## src/cfsd_pkg.sv

```systemverilog
`timescale 1ns / 1ps
// ----------------------------------------------------------------------------
// cfsd_pkg
// Shared types and constants for the CAN frame signal decoder.
// ----------------------------------------------------------------------------
package cfsd_pkg;

    localparam int IdW    = 29;
    localparam int LenW   = 4;
    localparam int PayW   = 64;
    localparam int IdxW   = 8;
    localparam int ValW   = 17;
    localparam int CntW   = 4;
    localparam int QDepth = 2;

    // kind of decoding applied to a whole frame
    typedef enum logic [3:0] {
        K_192, K_193, K_482, K_682, K_391, K_392, K_393, K_GPS,
        K_WHEEL, K_TIRE, K_CVOLT, K_CTEMP, K_BRAKE, K_NONE
    } kind_t;

    // classified frame handed from front to back
    typedef struct packed {
        kind_t            kind;
        logic [IdxW-1:0]  base;
        logic [CntW-1:0]  count;
        logic [PayW-1:0]  payload;
    } job_t;

    function automatic logic [7:0] byte_of(input logic [PayW-1:0] p, input logic [2:0] n);
        return p[{n, 3'b000} +: 8];
    endfunction

    function automatic logic [15:0] le16(input logic [PayW-1:0] p, input logic [2:0] n);
        return {byte_of(p, n + 3'd1), byte_of(p, n)};
    endfunction

endpackage

```

## src/cfsd_front.sv

```systemverilog
`timescale 1ns / 1ps
// ----------------------------------------------------------------------------
// cfsd_front
// Classifies a frame identifier into decode kind, first index and item count.
// ----------------------------------------------------------------------------
module cfsd_front (
    input  logic                     aclk,
    input  logic                     aresetn,
    input  logic                     s_valid,
    output logic                     s_ready,
    input  logic [cfsd_pkg::IdW-1:0] s_frame_id,
    input  logic [cfsd_pkg::LenW-1:0] s_frame_len,
    input  logic [cfsd_pkg::PayW-1:0] s_frame_payload,
    output logic                     j_valid,
    input  logic                     j_ready,
    output cfsd_pkg::job_t           j_data
);
    import cfsd_pkg::*;

    job_t            q_reg [QDepth];
    logic [0:0]      wr_reg, rd_reg;
    logic [1:0]      cnt_reg;
    job_t            job;
    logic [IdW-1:0]  d;
    logic [4:0]      m;
    logic [1:0]      kd;
    logic            push, pop;

    always_comb begin
        job.kind    = K_NONE;
        job.base    = '0;
        job.count   = '0;
        job.payload = s_frame_payload;
        d  = '0;
        m  = '0;
        kd = '0;
        if (s_frame_id == 29'h192) begin
            job.kind = K_192; job.base = 8'd0; job.count = 4'd5;
        end else if (s_frame_id == 29'h193) begin
            job.kind = K_193; job.base = 8'd5; job.count = 4'd9;
        end else if (s_frame_id == 29'h482) begin
            job.kind = K_482; job.base = 8'd14; job.count = 4'd5;
        end else if (s_frame_id == 29'h682) begin
            job.kind = K_682; job.base = 8'd19; job.count = 4'd5;
        end else if (s_frame_id == 29'h391) begin
            job.kind = K_391; job.base = 8'd24; job.count = 4'd9;
        end else if (s_frame_id == 29'h392) begin
            job.kind = K_392; job.base = 8'd33; job.count = 4'd2;
        end else if (s_frame_id == 29'h393) begin
            job.kind = K_393; job.base = 8'd35; job.count = 4'd1;
        end else if (s_frame_id == 29'hA0001) begin
            job.kind = K_GPS; job.base = 8'd36; job.count = 4'd1;
        end else if (s_frame_id >= 29'h1A5 && s_frame_id <= 29'h1A8) begin
            d = s_frame_id - 29'h1A5;
            job.kind = K_WHEEL; job.base = 8'd37 + {5'd0, d[1:0], 1'b0}; job.count = 4'd2;
        end else if (s_frame_id >= 29'h2A5 && s_frame_id <= 29'h2A8) begin
            d = s_frame_id - 29'h2A5;
            job.kind  = K_TIRE;
            job.base  = 8'd45 + {3'd0, d[1:0], 3'd0};
            job.count = (s_frame_len > 4'd8) ? 4'd8 : s_frame_len;
        end else if (s_frame_id >= 29'h494 && s_frame_id <= 29'h4A2) begin
            d = s_frame_id - 29'h494;
            // small range: divide by three with a short table
            case (d[3:0])
                4'd0, 4'd1, 4'd2:    m = 5'd0;
                4'd3, 4'd4, 4'd5:    m = 5'd6;
                4'd6, 4'd7, 4'd8:    m = 5'd12;
                4'd9, 4'd10, 4'd11:  m = 5'd18;
                default:             m = 5'd24;
            endcase
            kd = 2'(d[3:0] - m[4:1]);
            job.kind  = (kd == 2'd0) ? K_CVOLT : K_CTEMP;
            job.base  = 8'd77 + 8'(kd) * 8'd30 + {3'd0, m};
            job.count = 4'd6;
        end else if (s_frame_id >= 29'h4C4 && s_frame_id <= 29'h4C7) begin
            d = s_frame_id - 29'h4C4;
            job.kind = K_BRAKE; job.base = 8'd167 + {6'd0, d[1:0]}; job.count = 4'd1;
        end
    end

    assign s_ready = (cnt_reg != 2'(QDepth));
    assign push    = s_valid && s_ready && (job.count != '0);
    assign j_valid = (cnt_reg != 2'd0);
    assign pop     = j_valid && j_ready;
    assign j_data  = q_reg[rd_reg];

    always_ff @(posedge aclk) begin
        if (!aresetn) begin
            wr_reg  <= '0;
            rd_reg  <= '0;
            cnt_reg <= '0;
        end else begin
            if (push) wr_reg <= wr_reg + 1'b1;
            if (pop)  rd_reg <= rd_reg + 1'b1;
            cnt_reg <= cnt_reg + 2'(push) - 2'(pop);
        end
    end

    always_ff @(posedge aclk) begin
        if (push) q_reg[wr_reg] <= job;
    end

    assert property (@(posedge aclk) disable iff (!aresetn) cnt_reg <= 2'(QDepth))
        else $error("queue count overflow");
    assert property (@(posedge aclk) disable iff (!aresetn) j_valid |-> j_data.count != '0)
        else $error("empty job queued");
    assert property (@(posedge aclk) disable iff (!aresetn)
        (cnt_reg == 2'd0) |-> !pop)
        else $error("pop from empty queue");

endmodule

```

## src/cfsd_back.sv

```systemverilog
`timescale 1ns / 1ps
// ----------------------------------------------------------------------------
// cfsd_back
// Walks a classified frame and emits one decoded signal per cycle while m_ready is high.
// ----------------------------------------------------------------------------
module cfsd_back (
    input  logic                        aclk,
    input  logic                        aresetn,
    input  logic                        j_valid,
    output logic                        j_ready,
    input  cfsd_pkg::job_t              j_data,
    output logic                        m_valid,
    input  logic                        m_ready,
    output logic [cfsd_pkg::IdxW-1:0]   m_signal_index,
    output logic signed [cfsd_pkg::ValW-1:0] m_signal_value,
    output logic                        m_last_signal
);
    import cfsd_pkg::*;

    logic [CntW-1:0]        step_reg;
    logic                   ov_reg;
    logic [IdxW-1:0]        oi_reg;
    logic signed [ValW-1:0] ovl_reg;
    logic                   ol_reg;
    logic                   load;
    logic [7:0]             b0, b1, bs;
    logic [15:0]            w;
    logic [9:0]             soc;
    logic [16:0]            val;
    logic                   last;

    assign b0  = byte_of(j_data.payload, 3'd0);
    assign b1  = byte_of(j_data.payload, 3'd1);
    assign bs  = byte_of(j_data.payload, step_reg[2:0]);
    assign soc = {j_data.payload[59:56], j_data.payload[55:50]};
    assign last = (step_reg + 1'b1 == j_data.count);

    // per-step value selection; divides by ten are small-width reciprocal multiplies
    always_comb begin
        val = '0;
        w   = '0;
        case (j_data.kind)
            K_192: begin
                case (step_reg)
                    4'd0:    val = 17'(byte_of(j_data.payload, 3'd4));
                    4'd1:    val = 17'(byte_of(j_data.payload, 3'd7));
                    4'd2:    val = 17'(le16(j_data.payload, 3'd0));
                    4'd3:    val = 17'(le16(j_data.payload, 3'd2));
                    default: val = 17'(le16(j_data.payload, 3'd4));
                endcase
            end
            K_193: begin
                case (step_reg)
                    4'd0:    val = 17'(le16(j_data.payload, 3'd2));
                    4'd1:    val = 17'(le16(j_data.payload, 3'd4));
                    4'd2:    val = 17'(b0[0]);
                    4'd3:    val = 17'(b0[3]);
                    4'd4:    val = 17'(b0[4]);
                    4'd5:    val = 17'(b0[5]);
                    4'd6:    val = 17'(b0[6]);
                    4'd7:    val = 17'(b0[7]);
                    default: val = 17'(b1[0]);
                endcase
            end
            K_482: begin
                case (step_reg)
                    4'd0:    val = 17'(le16(j_data.payload, 3'd0));
                    4'd1:    val = 17'(j_data.payload[38]);
                    4'd2:    val = 17'(j_data.payload[41]);
                    4'd3:    val = 17'(j_data.payload[44]);
                    default: val = 17'(j_data.payload[45]);
                endcase
            end
            K_682: begin
                case (step_reg)
                    4'd0:    val = (b0 >= 8'd40) ? 17'(b0 - 8'd40) : '0;
                    4'd1:    val = (b1 >= 8'd40) ? 17'(b1 - 8'd40) : '0;
                    4'd2:    val = 17'(le16(j_data.payload, 3'd2));
                    4'd3:    val = 17'(byte_of(j_data.payload, 3'd4));
                    default: val = 17'(byte_of(j_data.payload, 3'd5));
                endcase
            end
            K_391: begin
                case (step_reg)
                    4'd0:    val = 17'(b0[0]);
                    4'd1:    val = 17'(b0[1]);
                    4'd2:    val = 17'(b0[2]);
                    4'd3:    val = 17'(b0[4]);
                    4'd4:    val = 17'(b0[5]);
                    4'd5:    val = 17'(b0[6]);
                    4'd6:    val = 17'(b0[7]);
                    4'd7:    val = 17'(byte_of(j_data.payload, 3'd4));
                    default: val = 17'(le16(j_data.payload, 3'd5));
                endcase
            end
            K_392: begin
                if (step_reg == 4'd0) val = 17'(le16(j_data.payload, 3'd0));
                else                  val = 17'((22'(soc) * 22'd205) >> 11);
            end
            K_393:   val = 17'(b1[7:2]);
            K_GPS:   val = 17'({b0, b1});
            K_WHEEL: begin
                w = le16(j_data.payload, 3'd0);
                if (step_reg == 4'd0) val = 17'(byte_of(j_data.payload, 3'd6));
                else if (w[15])       val = '0;
                else                  val = 17'(8'((32'(w) * 32'd52429) >> 19));
            end
            K_TIRE:  val = 17'(bs);
            K_CVOLT: val = 17'(bs);
            K_CTEMP: val = 17'(bs[7:2]);
            K_BRAKE: val = 17'({b0, b1}) - 17'd1000;
            default: val = '0;
        endcase
    end

    assign load    = j_valid && (!ov_reg || m_ready);
    assign j_ready = load && last;

    always_ff @(posedge aclk) begin
        if (!aresetn) begin
            step_reg <= '0;
            ov_reg   <= 1'b0;
        end else begin
            if (load) begin
                ov_reg   <= 1'b1;
                step_reg <= last ? '0 : step_reg + 1'b1;
            end else if (m_ready) begin
                ov_reg <= 1'b0;
            end
        end
    end

    always_ff @(posedge aclk) begin
        if (load) begin
            oi_reg  <= j_data.base + 8'(step_reg);
            ovl_reg <= val;
            ol_reg  <= last;
        end
    end

    assign m_valid        = ov_reg;
    assign m_signal_index = oi_reg;
    assign m_signal_value = ovl_reg;
    assign m_last_signal  = ol_reg;

    assert property (@(posedge aclk) disable iff (!aresetn)
        j_valid |-> step_reg < j_data.count)
        else $error("step past item count");
    assert property (@(posedge aclk) disable iff (!aresetn)
        j_ready |=> m_valid && m_last_signal)
        else $error("last signal not flagged");
    assert property (@(posedge aclk) disable iff (!aresetn)
        (m_valid && !m_ready) |=> m_valid)
        else $error("result dropped");

endmodule

```

## src/can_frame_signal_decoder_unit.sv

```systemverilog
`timescale 1ns / 1ps
// ----------------------------------------------------------------------------
// can_frame_signal_decoder_unit
// Decodes received CAN frames into indexed signal writes.
// ----------------------------------------------------------------------------
// a frame is registered in the job queue on acceptance, and each signal is registered in the output stage
// one signal per cycle while m_ready is high; a frame yields as many signals as its item count (1 to 9)
// a two-entry job queue lets frames be taken while the output stage walks a frame
// unknown identifiers are accepted and produce nothing
// reset: synchronous active low, clears queue and output valid
module can_frame_signal_decoder_unit (
    input  logic                        aclk,
    input  logic                        aresetn,
    input  logic                        s_valid,
    output logic                        s_ready,
    input  logic [cfsd_pkg::IdW-1:0]    s_frame_id,
    input  logic [cfsd_pkg::LenW-1:0]   s_frame_len,
    input  logic [cfsd_pkg::PayW-1:0]   s_frame_payload,
    output logic                        m_valid,
    input  logic                        m_ready,
    output logic [cfsd_pkg::IdxW-1:0]   m_signal_index,
    output logic signed [cfsd_pkg::ValW-1:0] m_signal_value,
    output logic                        m_last_signal
);
    import cfsd_pkg::*;

    logic j_valid, j_ready;
    job_t j_data;

    cfsd_front u_front (
        .aclk, .aresetn, .s_valid, .s_ready, .s_frame_id, .s_frame_len, .s_frame_payload,
        .j_valid, .j_ready, .j_data
    );

    cfsd_back u_back (
        .aclk, .aresetn, .j_valid, .j_ready, .j_data,
        .m_valid, .m_ready, .m_signal_index, .m_signal_value, .m_last_signal
    );

endmodule
```

## config.mk

```make
export PLATFORM = sky130hd
export DESIGN_NAME = can_frame_signal_decoder_unit
export DESIGN_NICKNAME = d
export VERILOG_FILES = /design/src/cfsd_pkg.sv /design/src/cfsd_front.sv /design/src/cfsd_back.sv /design/src/can_frame_signal_decoder_unit.sv
export SDC_FILE = /design/constraint.sdc
export NUM_CORES = 1
export LEC_CHECK = 0
export BUFFER_PORTS_ARGS = -buffer_cell sky130_fd_sc_hd__buf_2
export CAP_MARGIN = 20
export CORE_MARGIN = 2
export CORE_UTILIZATION = 45
export CTS_BUF_LIST = sky130_fd_sc_hd__clkbuf_4
export DETAILED_ROUTE_END_ITERATION = 10
export GPL_TIMING_DRIVEN = 0
export PLACE_DENSITY = 0.65
export SLEW_MARGIN = 20
export SYNTH_ARGS = -nofsm -noshare
export SYNTH_HDL_FRONTEND = slang
export SYNTH_SLANG_ARGS = --single-unit
```

## constraint.sdc

```tcl
create_clock -name aclk -period 17.9 [get_ports aclk]
set_input_delay 0 -clock aclk [delete_from_list [all_inputs] [get_ports aclk]]
set_output_delay 0 -clock aclk [all_outputs]
set_load 0.1 [all_outputs]
```

# Word-level counts from Yosys, hierarchy flattened
# Memories as Yosys holds them, arrays and structs flattened. A register that Yosys moved wholly into a read port is not among the register bits.
# Index checks and enable logic that the tools add are counted.
# classes
addsub	19
n_mul	3
n_lt_le_gt_ge	11
eq_ne	29
shifts	1
muxes	43
reduce_logical	18
# op_table
cell	count
$pmux 16 s8	2
$pmux 17 s12	1
$mux 16	12
$pmux 16 s4	2
$eq 29x10->1 const B	3
$pmux 17 s4	1
$shiftx 64x7->8	1
$eq 29x11->1 const B	2
$eq 29x9->1 const B	2
$ge 29x11->1 const B	2
$le 29x11->1 const B	2
$mux 5	11
$mux 17	3
$eq 4x3->1 const B	8
$eq 29x20->1 const B	1
$ge 29x10->1 const B	1
$ge 29x9->1 const B	1
$le 29x10->1 const B	1
$le 29x9->1 const B	1
$mul 16x16->27 const B	1
$eq 4x4->1 const B	5
$mul 10x8->18 const B	1
$sub 8x6->9 const B	2
$sub 16x10->17 const B	1
32 further kinds	57
# totals
ff_bits	35
ram_bits	160
mem_bits_ro	64
in_bits	101
word_cells	134
memories	2
# mem_list
memory	words	width	rd	rd_ports_with_merged_regs	write_ports	line_no	source
u_front.q_reg	2	80	1	1	1	cfsd_front.sv:20	job_t q_reg [QDepth];
(no name shown)	16	4	1	0	0	cfsd_front.sv:64	case (d[3:0])

# Logic depth before layout (Yosys ltp)
# Gate-level depths: netlist (run 1).
# logic_depth
ltp_word	32
ltp_mapped	27

# Hierarchy
# Synthesis (run 1) repeated with hierarchy kept, for this count alone.
# unflattened
cells_unflattened	1616
hier_area_um2	17478.0
# modules_own_cells
module	instances	cells_each	area_per_inst_um2
cfsd_back	1	1061	9628.0
cfsd_front	1	555	7850.0

# Least setup slack after synthesis (run 1)
# No wires, ideal clock.
# synth_path
kind	register to register
start	reg (tool-made name)
end	reg u_back.ovl_reg[7] (netlist: u_back.m_signal_value[7]) (data pin)
arrival_time_ns	6.776
setup_slack_ns	10.989
path_stages_with_launch	24
path_buffers	4
cell_sequence	dfxtp_1 > buf_6 > buf_6 > buf_6 > buf_4 > mux2i_1 > inv_1 > ha_1 > inv_1 > fa_1 > inv_1 > fa_1 > fa_1 > fa_1 > fa_1 > ha_1 > and4_1 > a41oi_1 > o21ai_0 > or4_4 > a41oi_2 > o21bai_1 > or4_1 > nand3_1
# synth_rtl
element	line_no	source
end signal, assigned	cfsd_back.sv:136	ovl_reg <= val;
end, declared	cfsd_back.sv:23	logic signed [ValW-1:0] ovl_reg;

==> results of run 1 <==
[report_power, final]
group          internal (mW)  switching (mW)
combinational         0.0367          0.0370
clock                 0.0744           0.171
sequential             0.498     0.000000183
total                  0.609           0.208
[area by class of cell]
| type | instances | area [µm²] | share of cell area |
|---|---|---|---|
| clock inverters | 14 | 144 | 0.00720 |
| clock buffers | 18 | 135 | 0.00676 |
| diodes | 1 | 2.50 | 0.000125 |
| plain buffers | 54 | 282 | 0.0141 |
| inverters | 279 | 1050 | 0.0524 |
| multi-input cells | 1076 | 10300 | 0.516 |
| flip-flops and latches | 196 | 5790 | 0.290 |
| repair buffers | 222 | 1640 | 0.0822 |
| well taps | 511 | 639 | 0.0320 |
[cells by family (layout without fill, tap and decap cells)]
family / after synthesis / count (layout) / share of synthesized area
buffers and inverters: 333 / 587 / 0.0765
and+or+nand+nor: 309 / 309 / 0.0977
AOI/OAI and AO/OA: 304 / 304 / 0.129
adders and majority gates: 296 / 296 / 0.255
DFF: 196 / 196 / 0.333
muxes: 101 / 101 / 0.0762
xor gates and xnor gates: 66 / 66 / 0.0333
other: 0 / 1 / 0
[worst max-delay path, stage by stage, from the launching register on]
cell and delay [ps]:
dfxtp_1 360, buf_6 160, buf_6 180, buf_6 240
buf_4 280, mux2i_1 1010, inv_1 480, ha_1 480
inv_1 100, fa_1 550, inv_1 60, fa_1 500
fa_1 520, fa_1 520, fa_1 490, ha_1 330
and4_1 280, a41oi_1 240, o21ai_0 260, or4_4 620
a41oi_2 240, o21bai_1 140, or4_1 410, nand3_1 90
[worst max path at each step]
stage	startpoint	endpoint	slack (ps)
after global placement	register	u_back.m_signal_value[7]	9410
final	register	u_back.m_signal_value[7]	9240
after floorplan	register	u_back.m_signal_value[7]	10990
after CTS	register	u_back.m_signal_value[7]	9340
after global routing	register	u_back.m_signal_value[7]	9070
after detailed placement	register	u_back.m_signal_value[7]	9370
[Yosys cell counts, types with 21 or more instances]
master | instances | area, µm²
a21oi_1 | 36 | 180
clkbuf_1 | 29 | 109
edfxtp_1 | 186 | 5590
fa_1 | 96 | 1920
ha_1 | 200 | 2500
inv_1 | 271 | 1020
mux2i_1 | 66 | 661
nand2_1 | 73 | 274
nand3_1 | 21 | 105
nor2_1 | 63 | 236
o21ai_0 | 42 | 210
o221ai_1 | 25 | 219
o22ai_1 | 39 | 244
xnor2_1 | 54 | 473
[layer usage]
| metal | vias to the layer above | global-route usage |
|---|---|---|
| li1 | 6288 | - |
| met2 | 614 | 0.492 |
| met5 | - | 0 |
| met4 | 0 | 0.106 |
| met3 | 111 | 0.0391 |
| met1 | 6931 | 0.358 |
[stage by stage]
stage / power [mW] / instances
2_1_floorplan: 0.541 / 1605
3_3_place_gp: 0.565 / 2242
3_5_place_dp: 0.566 / 2251
4_1_cts: 0.822 / 2370
5_1_grt: 0.846 / 2371
6_report: 0.818 / 2371
[what timing repair did]
action,CTS,global route
setup endpoints to repair,0,0
hold endpoints to repair,149,0
hold buffers,87,0
==> metrics, run 1 <==
WHS Endpoint=u_front.q_reg[0][37]; WL/cell=23.9 µm; Max Cap Viol=0; largest net degree at the start of global routing=50; commonest non-fill, non-tap cells in the layout=271 x inv_1, 200 x ha_1, 186 x edfxtp_1, 138 x buf_2, 96 x fa_1; hold depth=2; worst-path maximum fanout=10; Nets=2,243; Fin. Hold Viols=0; Setup Buffers After CTS=0; fraction of layout cells with a size suffix above 1=0.144; starting density of the core=0.459; EDFF count, synth=186; final worst slack=9240 ps; Arr. time, crit path=9190 ps; pre-CTS setup slack=9370 ps; Die Ht=201 µm; synthesized flop and latch total=196; Worst R2R Path Depth=23; Final Critical Period=8660 ps; pwr dens=40.9 nW/µm²; Mean Syn Cell Area=10.8 µm²; Post-synth ARST share=0; unrepaired setup endpoints after global routing=false; Antenna Nets Post-Route=0; first-pass GRT wire length=85.4 mm; Ports=129; Root Driver=clkbuf_4; Post-Syn Area=17,400 µm²; number of flip-flops in the largest register=160; final core occ=0.528; Max Freq=115 MHz; met2 routed WL=28.0 mm; Die ar.=40,200 µm²; H-tree depth=4; core area=37,800 µm²; Setup CP Type=register to register; reg-to-reg slack, setup=9240 ps; post-DR vias/cell=5.88; CP endpoint kind=register; Initial DRC Count=1,359; Final Slew Violations=0; yosys warns=0; sequential area share after synthesis=0.333; vias in the first global route=14,300; final wirelength=56.7 mm; Pleak=8.37 nW; placed wire-length estimate=44.6 mm; Clock Tree Buf Depth=2; Post-Syn Instances=1,605; Sink Count=196; hold crit path type=input pin to register; Max VDD drop=0.0000369 V; Fin Setup TNS=0 ps; fin area=20,000 µm²; Placed Area=18,800 µm²; CP required=18,430 ps; Distinct cells, synth=101; Final setup viols=0; Port Buffers=126; Top FF cell, synth=edfxtp_1; CTS buffer count=17; clk_skew=47.8 ps; worst rel slew slack=0.166; initial antenna violation count=2; met3 WL=3.56 mm; layout filler cell count=3,432; Slew @ Worst Pin=1220 ps; Hold Path Origin=s_frame_payload[37]; DR top layer=met4; Critical Path Start Type=register; CTS tree=done; DRC violation count after routing=0; WHS=51.1 ps; via count=13,900; syn_nets=2,002; num rows=71; post-cts gate resize count=0; reg-to-reg endpoint=u_back.m_signal_value[7]; DRT met1 WL=23.0 mm; most common cell after layout, fill and taps aside=inv_1; status=complete, no violations; Tot GR Track Use=0.283; GPL Wtd Cong=1.01; Layout area overhead=15.0%; First-pass DRT Iterations=6; Final Cycle Share=0.484; grt ovf=0; clock latency on the worst-skew pair=680 ps; Clock transition at path regs=160 ps; Die W=201 µm
Note: power is estimated with default switching activity, not from simulation.
==> run 2: changes to the inputs <==
ABC_AREA = 1   (was unset)
PLACE_DENSITY = 0.67   (was 0.65)
clock period = 7.15 ns   (was 17.9 ns; I/O delays follow)
==> metrics, run 2 <==
H-tree depth=4; starting density of the core=0.453; sw frac=0.261; Sink Count=196; top cell type's share of synthesized area=0.304; Antenna Nets Post-Route=0; fraction of layout cells with a size suffix above 1=0.118; Post-Syn Area=18,400 µm²; Pleak=9.98 nW; Die W=206 µm; most common cell after layout, fill and taps aside=nand2_1; Top FF cell, synth=edfxtp_1; Initial DRC Count=1,552; Post-synth top cells=465 x nand2_1, 399 x inv_1, 200 x ha_1; Internal=1.50 mW; Final setup viols=0; Nets=2,857; post-DR vias/cell=5.55; Distinct cells, synth=60; fin area=21,200 µm²; status=complete, no violations; Layout area overhead=15.5%; Root Driver=clkbuf_4; via count=16,700; slowest cell delay on critical path=560 ps; Slew @ Worst Pin=1100 ps; Final Cycle Share=0.981; initial antenna violation count=1; Max VDD drop=0.000186 V; post-synth top area cell=edfxtp_1; Mean Syn Cell Area=8.36 µm²; commonest non-fill, non-tap cells in the layout=461 x nand2_1, 395 x inv_1, 198 x ha_1, 186 x edfxtp_1, 161 x nor2_1; Setup CP Type=register to register; CTS buffer count=17; Arr. time, crit path=7460 ps; GR peak layer=met2; Tot GR Track Use=0.317; DRC violation count after routing=0; GPL Wtd Cong=1.01; Fin. Hold Viols=0; Fin Setup TNS=0 ps; Die Ht=206 µm; First-pass DRT Iterations=6; first-pass GRT wire length=98.9 mm; Clk pwr share=0.292; WL/cell=22.1 µm; number of flip-flops in the largest register=160; GR Util met1=0.406; worst-path maximum fanout=10; Post-synth ARST share=0; Ports=129; largest net degree at the start of global routing=58; Die ar.=42,500 µm²; pwr dens=95.7 nW/µm²; most frequent CP cell=nand2_1; Top Family by Delay on Critical Path=adder cells; part of the power in registers=0.614; clk_skew=41.3 ps; hold crit path type=input pin to register; yosys warns=0; placed wire-length estimate=52.4 mm; Final Critical Period=7020 ps; sequential area share after synthesis=0.315; Port Buffers=127; most common cell in the netlist=nand2_1; final wirelength=66.3 mm; grt ovf=0; Critical Path Start Type=register; Post-Syn Instances=2,199; Clock Tree Buf Depth=2; Net Switching=531 µW; synthesized flop and latch total=196; Comb power frac=0.094; clock latency on the worst-skew pair=690 ps; CTS tree=done; syn_nets=2,596; num rows=74; Clock transition at path regs=200 ps; CP required=7590 ps; Slowest-stage cell, CP=fa_1; worst rel slew slack=0.249; Final Slew Violations=0; largest cells by area after synthesis=edfxtp_1 30%, ha_1 14%, fa_1 10%, nand2_1 9.5%, inv_1 8.1%; vias in the first global route=16,500; grt met3 use=0.0465; grt met2 use=0.536; CP endpoint kind=register; EDFF count, synth=186; Max Cap Viol=0; core area=40,600 µm²; Max Freq=143 MHz; CP bufs+invs=7; Placed Area=19,800 µm²
## run 2: changes by cell type after synthesis, sizes merged, moves of 45 or more
| cell | delta |
|---|---|
| a21oi | +52 |
| inv | +143 |
| mux2i | -66 |
| nand2 | +408 |
| nand3 | +62 |
| nor2 | +120 |
| o21ai | +45 |
## run 2: what timing repair did
item                                    4_1_cts  5_1_grt
endpoints found under the setup margin        7        6
hold endpoints to repair                    187        0
pin swaps                                     0        3
setup buffers                                 0       17
hold buffers                                 93        0
resized for setup                             4       15
## run 2: cells by family after synthesis
kind of cell,share of synthesized area
simple gates,0.199
fa+ha+maj,0.241
buf+inv,0.101
flops,0.315
mux,0.00599
xor+xnor,0.0200
compound gates,0.118
## run 2: worst paths after layout
check / from / to / slack [ps] / cells after the start
setup reg to reg: register / u_back.m_signal_value[6] / 130 / 27
hold reg to reg: u_front.rd_reg / u_front.rd_reg / 490 / 1
hold / removal: s_frame_payload[57] / u_front.q_reg[1][57] / 40 / 2
setup / recovery: register / u_back.m_signal_value[6] / 130 / 27
## run 2: routing by layer
metal / wire, µm / up-vias
met3: 4310 / 135
li1: - / 7816
met4: 2890 / 0
met5: 0 / -
met1: 27500 / 8065
met2: 31600 / 672
## run 2: layout make-up
| type | count | area, µm² |
|---|---|---|
| Antenna cell | 2 | 5.00 |
| Buffer | 41 | 250 |
| Clock buffer | 17 | 128 |
| Clock inverter | 14 | 161 |
| Fill cell | 3821 | 19300 |
| Inverter | 426 | 1620 |
| Multi-Input combinational cell | 1536 | 10800 |
| Sequential cell | 196 | 5790 |
| Tap cell | 532 | 666 |
| Timing Repair Buffer | 242 | 1810 |
## run 2: power groups by stage
| stage | clock [mW] | sequential (mW) | combinational (mW) |
|---|---|---|---|
| final | 0.593 | 1.25 | 0.190 |
| after global routing | 0.650 | 1.25 | 0.213 |
| after CTS | 0.605 | 1.25 | 0.188 |
| after detailed placement | 0 | 1.27 | 0.149 |
| after global placement | 0 | 1.27 | 0.142 |
| after floorplan | 0 | 1.27 | 0.0842 |
## run 2: metrics by stage
stage	util	worst slack [ps]	total power [mW]	cells	hold slack [ps]
3_3_place_gp	0.485	-545	1.42	2858	188
6_report	0.523	135	2.03	3006	41.4
3_5_place_dp	0.488	-618	1.42	2863	191
5_1_grt	0.523	-21.9	2.11	3005	6.58
4_1_cts	0.519	9.21	2.04	2987	0.131
2_1_floorplan	-	1200	1.36	2199	93.5
